`config.mk`:
```
export PLATFORM = sky130hd
export DESIGN_NAME = led_matrix_row_scan_driver
export DESIGN_NICKNAME = d
export VERILOG_FILES = /design/src/rtl/lmrs_pkg.sv /design/src/rtl/lmrs_frame_ram.sv /design/src/rtl/lmrs_out_fifo.sv /design/src/rtl/lmrs_scan_ctrl.sv /design/src/rtl/led_matrix_row_scan_driver.sv
export SDC_FILE = /design/constraint.sdc
export NUM_CORES = 2
export LEC_CHECK = 0
export ABC_CLOCK_PERIOD_IN_PS = 17300
export BUFFER_PORTS_ARGS = -buffer_cell sky130_fd_sc_hd__buf_2
export CORE_MARGIN = 1
export CORE_UTILIZATION = 50
export CTS_CLUSTER_DIAMETER = 30
export DETAILED_ROUTE_END_ITERATION = 10
export PLACE_DENSITY = 0.68
export REMOVE_ABC_BUFFERS = 1
export SLEW_MARGIN = 20
export SYNTH_ARGS = -nofsm -noshare
export SYNTH_HDL_FRONTEND = slang
export SYNTH_SLANG_ARGS = --single-unit
export TNS_END_PERCENT = 10
```
`constraint.sdc`:
```
create_clock -name clk -period 17.3 [get_ports clk]
set_input_delay 3.46 -clock clk [delete_from_list [all_inputs] [get_ports clk]]
set_output_delay 3.46 -clock clk [all_outputs]
set_load 0.005 [all_outputs]
```
`src/rtl/lmrs_pkg.sv`:
```
// ----------------------------------------------------------------------------
// lmrs_pkg
// Shared types and codes of the LED matrix row scan driver.
// ----------------------------------------------------------------------------
package lmrs_pkg;

	// command codes
	localparam logic [2:0] CMD_TICK  = 3'd0;
	localparam logic [2:0] CMD_PIXEL = 3'd1;
	localparam logic [2:0] CMD_RAW   = 3'd2;
	localparam logic [2:0] CMD_FILL  = 3'd3;
	localparam logic [2:0] CMD_SWAP  = 3'd4;

	// result status codes
	localparam logic [1:0] STAT_DATA      = 2'd0;
	localparam logic [1:0] STAT_SWAP_OK   = 2'd1;
	localparam logic [1:0] STAT_SWAP_BUSY = 2'd2;

	// configuration register indexes
	localparam logic [1:0] REG_ROWS   = 2'd0;
	localparam logic [1:0] REG_ZONES  = 2'd1;
	localparam logic [1:0] REG_LEVEL  = 2'd2;
	localparam logic [1:0] REG_STEPS  = 2'd3;

	// configuration reset values
	localparam logic [3:0] ROWS_RST  = 4'd8;
	localparam logic [4:0] ZONES_RST = 5'd16;
	localparam logic [7:0] LEVEL_RST = 8'd255;
	localparam logic [7:0] STEPS_RST = 8'd1;

	// one result item
	typedef struct packed {
		logic [7:0] shift_byte;
		logic       is_row_select;
		logic       last;
		logic [1:0] status;
	} res_t;

	// output queue occupancy seen by the sequencer
	typedef struct packed {
		logic [1:0] free;
		logic       pop;
	} ofifo_stat_t;

endpackage

```
`src/rtl/lmrs_frame_ram.sv`:
```
// ----------------------------------------------------------------------------
// lmrs_frame_ram
// Single-port frame store holding both frame buffers, registered read.
// ----------------------------------------------------------------------------
module lmrs_frame_ram #(
	parameter int DEPTH = 256,
	parameter int AW    = 8
) (
	input  logic          clk,
	input  logic          we,
	input  logic [AW-1:0] addr,
	input  logic [7:0]    wdata,
	output logic [7:0]    rdata
);

	logic [7:0] mem [DEPTH];

	// write, or registered read
	always_ff @(posedge clk) begin
		if (we) begin
			mem[addr] <= wdata;
		end else begin
			rdata <= mem[addr];
		end
	end

endmodule

```
`src/rtl/lmrs_out_fifo.sv`:
```
// ----------------------------------------------------------------------------
// lmrs_out_fifo
// Two-entry result queue between the scan sequencer and the output channel.
// ----------------------------------------------------------------------------
module lmrs_out_fifo
	import lmrs_pkg::*;
(
	input  logic        clk,
	input  logic        arst_n,
	input  logic        push_valid,
	input  res_t        push_res,
	output logic        out_valid,
	input  logic        out_stall,
	output res_t        out_res,
	output ofifo_stat_t ostat
);

	res_t       ent_q [2];
	logic       wr_q;
	logic       rd_q;
	logic [1:0] cnt_q;
	logic       pop;

	assign out_valid  = (cnt_q != 2'd0);
	assign pop        = out_valid && !out_stall;
	assign out_res    = ent_q[rd_q];
	assign ostat.free = 2'd2 - cnt_q;
	assign ostat.pop  = pop;

	// pointers and fill count
	always_ff @(posedge clk or negedge arst_n) begin
		if (!arst_n) begin
			wr_q  <= 1'b0;
			rd_q  <= 1'b0;
			cnt_q <= 2'd0;
		end else begin
			if (push_valid) begin
				wr_q <= ~wr_q;
			end
			if (pop) begin
				rd_q <= ~rd_q;
			end
			cnt_q <= cnt_q + 2'(push_valid) - 2'(pop);
		end
	end

	// entry storage
	always_ff @(posedge clk) begin
		if (push_valid) begin
			ent_q[wr_q] <= push_res;
		end
	end

endmodule

```
`src/rtl/lmrs_scan_ctrl.sv`:
```
// ----------------------------------------------------------------------------
// lmrs_scan_ctrl
// Command sequencer: configuration, scan state, frame store accesses and
// result generation.
// ----------------------------------------------------------------------------
module lmrs_scan_ctrl
	import lmrs_pkg::*;
#(
	parameter int MAX_ROWS  = 8,
	parameter int MAX_ZONES = 16,
	parameter int BUF       = MAX_ROWS * MAX_ZONES,
	parameter int AW        = $clog2(2 * BUF)
) (
	input  logic          clk,
	input  logic          arst_n,
	input  logic          cfg_write_en,
	input  logic [1:0]    cfg_index,
	input  logic [7:0]    cfg_data,
	input  logic          in_valid,
	output logic          in_stall,
	input  logic [2:0]    command,
	input  logic [7:0]    pixel_x,
	input  logic [3:0]    pixel_y,
	input  logic          pixel_on,
	input  logic [6:0]    byte_address,
	input  logic [7:0]    byte_value,
	output logic          mem_we,
	output logic [AW-1:0] mem_addr,
	output logic [7:0]    mem_wdata,
	input  logic [7:0]    mem_rdata,
	output logic          push_valid,
	output res_t          push_res,
	input  ofifo_stat_t   ostat
);

	localparam logic [2:0] ST_CLEAR  = 3'd0;
	localparam logic [2:0] ST_IDLE   = 3'd1;
	localparam logic [2:0] ST_TICK   = 3'd2;
	localparam logic [2:0] ST_PIX_RD = 3'd3;
	localparam logic [2:0] ST_PIX_WR = 3'd4;
	localparam logic [2:0] ST_FILL   = 3'd5;
	localparam logic [2:0] ST_SWAP   = 3'd6;

	localparam logic [9:0]    BUF_A     = 10'(BUF);
	localparam logic [AW-1:0] CLEAR_END = AW'(2 * BUF - 1);
	localparam logic [AW-1:0] FILL_END  = AW'(BUF - 1);
	localparam logic [3:0]    MAXR      = 4'(MAX_ROWS);
	localparam logic [5:0]    MAXZ_CMP  = 6'(MAX_ZONES);
	localparam logic [4:0]    MAXZ      = 5'(MAX_ZONES);

	function automatic logic [9:0] buf_addr(input logic bank, input logic [9:0] idx);
		return (bank ? BUF_A : 10'd0) + idx;
	endfunction

	logic [2:0]    state_q;
	logic [3:0]    rows_q;
	logic [4:0]    zones_q;
	logic [7:0]    level_q;
	logic [7:0]    steps_q;
	logic          front_q;
	logic [2:0]    scan_row_q;
	logic [7:0]    bstep_q;
	logic          swap_pend_q;
	logic          swap_done_q;
	logic [AW-1:0] sweep_q;
	logic          s1_v_q;
	logic          s1_rd_q;
	res_t          s1_res_q;
	logic [4:0]    z_q;
	logic          phase_q;
	logic          blank_q;
	logic          on_q;
	logic [AW-1:0] pix_addr_q;
	logic [7:0]    pix_mask_q;
	logic [1:0]    swap_stat_q;

	logic [3:0] eff_rows;
	logic [4:0] eff_zones;
	logic [7:0] eff_steps;
	logic       in_acc;
	logic       can_issue;
	logic [2:0] room;
	logic [8:0] tick_idx;
	logic [9:0] pix_idx;
	logic       pix_ok;
	logic       raw_ok;
	logic       wrap;
	logic [8:0] bstep_inc;
	logic [9:0] mem_full;
	logic       s1_v_d;
	logic       s1_rd_d;
	res_t       s1_res_d;
	logic       tick_end;

	// register limits applied where used
	assign eff_rows  = (rows_q == 4'd0) ? 4'd1 : ((rows_q > MAXR) ? MAXR : rows_q);
	assign eff_zones = (zones_q == 5'd0) ? 5'd1 :
		(({1'b0, zones_q} > MAXZ_CMP) ? MAXZ : zones_q);
	assign eff_steps = (steps_q == 8'd0) ? 8'd1 : steps_q;

	assign in_stall = (state_q != ST_IDLE);
	assign in_acc   = in_valid && (state_q == ST_IDLE);

	// room in the output queue once the request in flight lands
	assign room      = 3'(ostat.free) + 3'(ostat.pop);
	assign can_issue = (room > 3'(s1_v_q));

	// address arithmetic
	assign tick_idx = 9'(scan_row_q) * 9'(eff_zones) + 9'(z_q);
	assign pix_idx  = 10'(pixel_y) * 10'(eff_zones) + 10'(pixel_x[7:3]);
	assign pix_ok   = (pixel_y < eff_rows) && (pixel_x < {eff_zones, 3'b000})
		&& (pix_idx < BUF_A);
	assign raw_ok   = (10'(byte_address) < BUF_A);

	assign tick_end  = (state_q == ST_TICK) && can_issue && phase_q;
	assign wrap      = ({1'b0, scan_row_q} + 4'd1) >= eff_rows;
	assign bstep_inc = 9'(bstep_q) + 9'd1;

	// frame store port and next result request
	always_comb begin
		mem_we    = 1'b0;
		mem_full  = buf_addr(front_q, 10'(tick_idx));
		mem_wdata = 8'd0;
		s1_v_d    = 1'b0;
		s1_rd_d   = 1'b0;
		s1_res_d  = '{shift_byte: 8'd0, is_row_select: 1'b0, last: 1'b0,
			status: STAT_DATA};
		unique case (state_q)
			ST_CLEAR: begin
				mem_we   = 1'b1;
				mem_full = 10'(sweep_q);
			end
			ST_IDLE: begin
				if (in_acc && (command == CMD_RAW) && raw_ok) begin
					mem_we    = 1'b1;
					mem_full  = buf_addr(!front_q, 10'(byte_address));
					mem_wdata = byte_value;
				end
			end
			ST_TICK: begin
				if (can_issue) begin
					s1_v_d = 1'b1;
					if (phase_q) begin
						s1_res_d.shift_byte    = 8'd1 << scan_row_q;
						s1_res_d.is_row_select = 1'b1;
						s1_res_d.last          = 1'b1;
					end else if (!blank_q && ({1'b0, tick_idx} < BUF_A)) begin
						s1_rd_d = 1'b1;
					end
				end
			end
			ST_PIX_RD: begin
				mem_full = 10'(pix_addr_q);
			end
			ST_PIX_WR: begin
				mem_we    = 1'b1;
				mem_full  = 10'(pix_addr_q);
				mem_wdata = on_q ? (mem_rdata | pix_mask_q) : (mem_rdata & ~pix_mask_q);
			end
			ST_FILL: begin
				mem_we    = 1'b1;
				mem_full  = buf_addr(!front_q, 10'(sweep_q));
				mem_wdata = on_q ? 8'hFF : 8'h00;
			end
			ST_SWAP: begin
				if (can_issue) begin
					s1_v_d          = 1'b1;
					s1_res_d.last   = 1'b1;
					s1_res_d.status = swap_stat_q;
				end
			end
			default: begin
				mem_we = 1'b0;
			end
		endcase
	end

	assign mem_addr = mem_full[AW-1:0];

	// result leaves in the cycle after its request, with read data merged in
	assign push_valid          = s1_v_q;
	assign push_res.shift_byte = s1_rd_q ? mem_rdata : s1_res_q.shift_byte;
	assign push_res.is_row_select = s1_res_q.is_row_select;
	assign push_res.last       = s1_res_q.last;
	assign push_res.status     = s1_res_q.status;

	// control state, scan state and configuration
	always_ff @(posedge clk or negedge arst_n) begin
		if (!arst_n) begin
			state_q     <= ST_CLEAR;
			sweep_q     <= '0;
			rows_q      <= ROWS_RST;
			zones_q     <= ZONES_RST;
			level_q     <= LEVEL_RST;
			steps_q     <= STEPS_RST;
			front_q     <= 1'b0;
			scan_row_q  <= 3'd0;
			bstep_q     <= 8'd0;
			swap_pend_q <= 1'b0;
			swap_done_q <= 1'b1;
			s1_v_q      <= 1'b0;
			s1_rd_q     <= 1'b0;
		end else begin
			s1_v_q  <= s1_v_d;
			s1_rd_q <= s1_rd_d;
			unique case (state_q)
				ST_CLEAR: begin
					sweep_q <= sweep_q + AW'(1);
					if (sweep_q == CLEAR_END) begin
						state_q <= ST_IDLE;
					end
				end
				ST_IDLE: begin
					if (in_acc) begin
						unique case (command)
							CMD_TICK: state_q <= ST_TICK;
							CMD_PIXEL: begin
								if (pix_ok) begin
									state_q <= ST_PIX_RD;
								end
							end
							CMD_FILL: begin
								sweep_q <= '0;
								state_q <= ST_FILL;
							end
							CMD_SWAP: begin
								if (swap_done_q) begin
									swap_done_q <= 1'b0;
									swap_pend_q <= 1'b1;
								end
								state_q <= ST_SWAP;
							end
							default: state_q <= ST_IDLE;
						endcase
					end
				end
				ST_TICK: begin
					if (tick_end) begin
						state_q <= ST_IDLE;
						if (wrap) begin
							scan_row_q <= 3'd0;
							if (swap_pend_q) begin
								front_q     <= ~front_q;
								swap_pend_q <= 1'b0;
								swap_done_q <= 1'b1;
							end
							bstep_q <= (bstep_inc >= 9'(eff_steps)) ? 8'd0 : bstep_inc[7:0];
						end else begin
							scan_row_q <= scan_row_q + 3'd1;
						end
					end
				end
				ST_PIX_RD: state_q <= ST_PIX_WR;
				ST_PIX_WR: state_q <= ST_IDLE;
				ST_FILL: begin
					sweep_q <= sweep_q + AW'(1);
					if (sweep_q == FILL_END) begin
						state_q <= ST_IDLE;
					end
				end
				ST_SWAP: begin
					if (can_issue) begin
						state_q <= ST_IDLE;
					end
				end
				default: state_q <= ST_IDLE;
			endcase
			// register writes
			if (cfg_write_en) begin
				unique case (cfg_index)
					REG_ROWS:  rows_q  <= cfg_data[3:0];
					REG_ZONES: zones_q <= cfg_data[4:0];
					REG_LEVEL: level_q <= cfg_data;
					REG_STEPS: begin
						steps_q <= cfg_data;
						bstep_q <= 8'd0;
					end
					default: rows_q <= rows_q;
				endcase
			end
		end
	end

	// per-request working registers
	always_ff @(posedge clk) begin
		s1_res_q <= s1_res_d;
		if (in_acc) begin
			z_q         <= eff_zones - 5'd1;
			phase_q     <= 1'b0;
			blank_q     <= (bstep_q > level_q);
			on_q        <= pixel_on;
			pix_addr_q  <= AW'(buf_addr(!front_q, pix_idx));
			pix_mask_q  <= 8'd1 << pixel_x[2:0];
			swap_stat_q <= swap_done_q ? STAT_SWAP_OK : STAT_SWAP_BUSY;
		end else if ((state_q == ST_TICK) && can_issue && !phase_q) begin
			if (z_q == 5'd0) begin
				phase_q <= 1'b1;
			end else begin
				z_q <= z_q - 5'd1;
			end
		end
	end

endmodule

```
`src/rtl/led_matrix_row_scan_driver.sv`:
```
// ----------------------------------------------------------------------------
// led_matrix_row_scan_driver
// Double-buffered, row-multiplexed monochrome LED matrix scan driver.
// ----------------------------------------------------------------------------
// Both frame buffers live in one single-port RAM of 2*MAX_ROWS*MAX_ZONES
// bytes; writes go to the back buffer, scans read the front one. After reset
// a clearing pass zeroes all 2*MAX_ROWS*MAX_ZONES bytes of the RAM
// with input held off; configuration writes are taken meanwhile.
// Commands are handled one at a time. A tick takes acceptance, then one zone
// byte per cycle from the RAM port while the output queue has room, for the
// zones in use (limited to 1..MAX_ZONES), then the row select byte; a set
// pixel is read, modified and written back on the one port; a raw byte write
// is a single RAM write; a fill does one RAM write per byte of the back
// buffer; a swap request yields one status result. A two-entry output queue
// lets results wait while the next request is accepted; once it is full, a
// stalled output holds the tick or swap in progress.
// ----------------------------------------------------------------------------
module led_matrix_row_scan_driver
	import lmrs_pkg::*;
#(
	parameter int MAX_ROWS  = 8,
	parameter int MAX_ZONES = 16
) (
	input  logic       clk,
	input  logic       arst_n,
	input  logic       cfg_write_en,
	input  logic [1:0] cfg_index,
	input  logic [7:0] cfg_data,
	input  logic       in_valid,
	output logic       in_stall,
	input  logic [2:0] command,
	input  logic [7:0] pixel_x,
	input  logic [3:0] pixel_y,
	input  logic       pixel_on,
	input  logic [6:0] byte_address,
	input  logic [7:0] byte_value,
	output logic       out_valid,
	input  logic       out_stall,
	output logic [7:0] shift_byte,
	output logic       is_row_select,
	output logic       last,
	output logic [1:0] status
);

	localparam int BUF = MAX_ROWS * MAX_ZONES;
	localparam int AW  = $clog2(2 * BUF);

	logic          mem_we;
	logic [AW-1:0] mem_addr;
	logic [7:0]    mem_wdata;
	logic [7:0]    mem_rdata;
	logic          push_valid;
	res_t          push_res;
	res_t          out_res;
	ofifo_stat_t   ostat;

	// sequencer
	lmrs_scan_ctrl #(
		.MAX_ROWS  (MAX_ROWS),
		.MAX_ZONES (MAX_ZONES),
		.BUF       (BUF),
		.AW        (AW)
	) u_ctrl (
		.clk          (clk),
		.arst_n       (arst_n),
		.cfg_write_en (cfg_write_en),
		.cfg_index    (cfg_index),
		.cfg_data     (cfg_data),
		.in_valid     (in_valid),
		.in_stall     (in_stall),
		.command      (command),
		.pixel_x      (pixel_x),
		.pixel_y      (pixel_y),
		.pixel_on     (pixel_on),
		.byte_address (byte_address),
		.byte_value   (byte_value),
		.mem_we       (mem_we),
		.mem_addr     (mem_addr),
		.mem_wdata    (mem_wdata),
		.mem_rdata    (mem_rdata),
		.push_valid   (push_valid),
		.push_res     (push_res),
		.ostat        (ostat)
	);

	// frame store
	lmrs_frame_ram #(
		.DEPTH (2 * BUF),
		.AW    (AW)
	) u_ram (
		.clk   (clk),
		.we    (mem_we),
		.addr  (mem_addr),
		.wdata (mem_wdata),
		.rdata (mem_rdata)
	);

	// output queue
	lmrs_out_fifo u_ofifo (
		.clk        (clk),
		.arst_n     (arst_n),
		.push_valid (push_valid),
		.push_res   (push_res),
		.out_valid  (out_valid),
		.out_stall  (out_stall),
		.out_res    (out_res),
		.ostat      (ostat)
	);

	assign shift_byte    = out_res.shift_byte;
	assign is_row_select = out_res.is_row_select;
	assign last          = out_res.last;
	assign status        = out_res.status;

endmodule
```
==> reports/metrics.csv <==
stage,metric,value,unit
outcome,status,finished clean,
die,Die Span Y,419,microns
clock_network,clock latency on the worst-skew pair,0.96,ns
yosys,"FFs w/ async S/R, synth",2.58,%
critical_path,Crit-path slowest cell,buf_4,
detailed_routing,number of remaining DRC errors,0,
detailed_routing,routed wire length,228000,microns
min_path,Hold Crit Class,flip-flop to flip-flop,
placed_design,Placer Congestion,0.868,
yosys,synthesized flop and latch total,2174,
detailed_routing,DR iter-0 viols,6763,
grt,first-pass GRT wire length,332000,microns
clock_network,total clock sinks,2174,
grt,grt met2 use,39.7,%
pwr,clock share of power,33.8,%
clock_network,H-tree depth,5,
yosys,Yosys warning total,0,
pwr,leakage,35.0,nW
yosys,synthesized area per cell,18.1,sq um
timing,RSZ-0062 raised after global routing,false,
timing,Slew Limit Fails,0,
layout,layout cells sized above 1,23.9,%
die,Initial Utilization,50.5,%
pwr,Flop pwr share,27.2,%
detailed_routing,per-cell routed wire length,29.5,microns
timing,Final Skew,0.0618,ns
pwr,Net Sw Frac,37.4,%
detailed_routing,first drt pass iteration count,6,
grt,initial antenna violation count,14,
detailed_routing,Detail Route Antenna Nets,0,
timing,Tcrit/Tclk final,50.6,%
critical_path,Crit Path Class,primary input to flip-flop,
grt,vias in the first global route,48700,
die,Core Region,0.172,sq mm
clock_network,CTS tree,built,
grt,grt total ovfl,0,
die,DIE AREA,0.176,sq mm
pwr,Peak VDD IR,291,uV
die,Die W,419,microns
pwr,P_sw,8.92,mW
yosys,ranking of synthesized cells by area,"edfxtp_1 73%, mux4_2 9.5%, nor2_1 1.4%",
layout,Finished Layout Cells,7735,
clock_network,setup bufs post-CTS,0,
yosys,Synth cell types,81,
grt,gr busiest metal,met2,
timing,slew margin rel.,19.2,%
yosys,number of synthesized flops with an enable pin,2105,
critical_path,critical path capture point type,flip-flop,
min_path,Hold Startpoint,u_ctrl.push_res[0]$_SDFF_PN0_,
pwr,combinational power share,39.1,%
critical_path,WP data required,17.96,ns
grt,largest net degree at the start of global routing,257,
timing,setup_tns,0,ns
critical_path,nature of the critical path startpoint,primary input,
critical_path,Max stage delay on crit path,0.79,ns
yosys,Synth Cell Area,0.0871,sq mm
die,# rows,152,
yosys,dominant synthesized flop cell,edfxtp_1,
critical_path,"delay-heaviest family, CP",buffers and inverters,
detailed_routing,vias,48800,
timing,"Setup violations, final",0,
clock_network,post-CTS resize count,0,
critical_path,Crit. Startpoint,command[2],
placed_design,# placed instances,6964,
critical_path,Worst EP arrival,9.41,ns
layout,Final nets,5224,
critical_path,critical-path maximum fanout,88,
yosys,Mapped Cells,4799,
timing,Slew @ Worst Pin,1.21,ns
run,max_cap viols,0,
critical_path,Buf/Inv on CP,5,
clock_network,clock buffer count from CTS,425,
critical_path,r2r startpoint,u_ctrl.zones_q[4]$_DFFE_PN1P_,
timing,Tmin final,8.75,ns
grt,M1 GR Usage,35.9,%
pwr,power consumption,23.9,mW
yosys,Yosys top cell by area,edfxtp_1,
critical_path,crit-path cells,buf_2 > nand4bb_2 > and3_1 > nor4_4 > buf_4 > buf_12 > buf_12 > buf_4 > mux4_2 > a32o_1 > a21oi_1 > nand4_1 > o21a_1 > or4b_1,
clock_network,clock buffer depth,4,
timing,fmax,114,MHz
yosys,most common cell in the synthesized netlist,edfxtp_1,
timing,Final WS setup,8.55,ns
clock_network,Clock transition at path regs,0.05,ns
yosys,"Seq/Total Area, Yosys",74.5,%
die,io pins,60,
pwr,pwr dens,229,mW/mm^2
placed_design,Detailed Place HPWL,128000,microns
timing,Fin. Hold Viols,0,
grt,met3 Use GR,7.09,%
layout,Area Overhead vs Synth,19.6,%
clock_network,Post-CTS Hold Buffers,0,
grt,total track usage,26.0,%
pwr,P_int,15.0,mW
detailed_routing,via-per-instance ratio,6.31,
yosys,post-synth top area share,72.6,%
placed_design,pre-CTS setup slack,7.50,ns
yosys,top post-synthesis cells by count,"2105 x edfxtp_1, 368 x mux4_2, 328 x nor2_1",
placed_design,Port Buffers,59,
clock_network,CTS root buf,clkbuf_16,
-- per-stage QoR --
step / util [%] / hold slack, ns / area [sq um]
after detailed placement: 52.1 / 0.429 / 89800
final: 60.4 / 0.422 / 104000
after global routing: 60.4 / 0.450 / 104000
after CTS: 60.3 / 0.430 / 104000
after floorplan: - / 0.404 / 85700
after global placement: 52.1 / 0.420 / 89800
-- placed cells by master, fill, tap and decap left out, drive strengths merged, types with 35 or more instances in the layout --
| master | instances |
|---|---|
| a21oi | 113 |
| buf | 148 |
| nand4 | 35 |
| nand3 | 101 |
| bufinv | 60 |
| clkinvlp | 45 |
| a22oi | 157 |
| edfxtp | 2105 |
| nand2 | 324 |
| mux2 | 57 |
| mux4 | 368 |
| and3 | 43 |
| mux2i | 95 |
| dfrtp | 44 |
| a32oi | 50 |
| clkinv | 163 |
| o21ai | 104 |
| nor2 | 329 |
| clkbuf | 473 |
| o2bb2ai | 38 |
| ha | 73 |
| inv | 78 |
-- power by group through the flow --
stage	registers [mW]	logic (mW)	clock network (mW)
3_3_place_gp	6.57	9.06	0
2_1_floorplan	6.83	5.75	0
6_report	6.49	9.33	8.06
5_1_grt	6.49	9.73	8.37
4_1_cts	6.49	9.20	8.10
3_5_place_dp	6.58	9.12	0
-- final timing paths --
path / endpoint / slack [ns] / cells after the start
setup / recovery: u_ram.rdata[5]$_DFFE_PN_ / 8.55 / 14
hold / removal: u_ofifo.ent_q[1][0]$_DFFE_PP_ / 0.42 / 0
setup reg to reg: u_ram.rdata[0]$_DFFE_PN_ / 9.57 / 18
hold reg to reg: u_ofifo.ent_q[1][0]$_DFFE_PP_ / 0.42 / 0
max in group asynchronous: u_ctrl.steps_q[6]$_DFFE_PN0P_ / 14.09 / 2
min in group asynchronous: u_ctrl.s1_rd_q$_DFF_PN0_ / 2.69 / 2
-- sequential cells by signal (all words and copies together), names as in the netlist, 5 cells and up --
name,flops
u_ctrl.steps_q,8
u_ram.rdata,8
u_ctrl.pix_mask_q,8
u_ram.mem,2048
u_ctrl.z_q,5
u_ctrl.zones_q,5
u_ctrl.pix_addr_q,8
u_ctrl.level_q,8
u_ctrl.bstep_q,8
u_ofifo.ent_q,24
u_ctrl.s1_res_q,8
u_ctrl.sweep_q,8
-- cell type report --
class,instances,area (sq um)
clock inverter,288,3160
clock buffer,473,11000
inverter,58,218
sequential,2174,64900
fill,12000,68200
tap,2310,2890
multi-input combinational,2281,20800
antenna,3,7.51
timing repair buffer,148,1200
-- metal layers --
layer	part of all wire [%]	routed length (microns)
met1	39	88300
met3	11	25100
met2	47	107000
met4	3.5	8040
met5	0.040	91
-- cells by family after synthesis --
logic type	count (synthesis)	share of synthesized area [%]
multiplexers	520	11.3
adder cells (fa/ha/maj)	90	1.44
buffers and inverters	344	1.87
flip-flops	2174	74.5
AO/OA/AOI/OAI	680	5.54
XOR/XNOR	25	0.252
AND/OR/NAND/NOR	966	5.02
-- worst reg2reg max path: stages (launching register included) --
cell and delay, ns:
dfstp_2 0.44, nor2b_1 0.55, inv_1 0.15, nor2_1 0.18
ha_1 0.26, ha_1 0.28, ha_1 0.29, nor4bb_1 0.20
mux2i_1 0.18, nand3_4 0.53, buf_12 0.71, buf_4 0.72
buf_4 0.85, mux4_2 0.50, nand3_1 0.10, nand4_1 0.24
or4_1 0.49, a22o_1 0.30, or4_1 0.50
(Power assumes the default switching activity.)
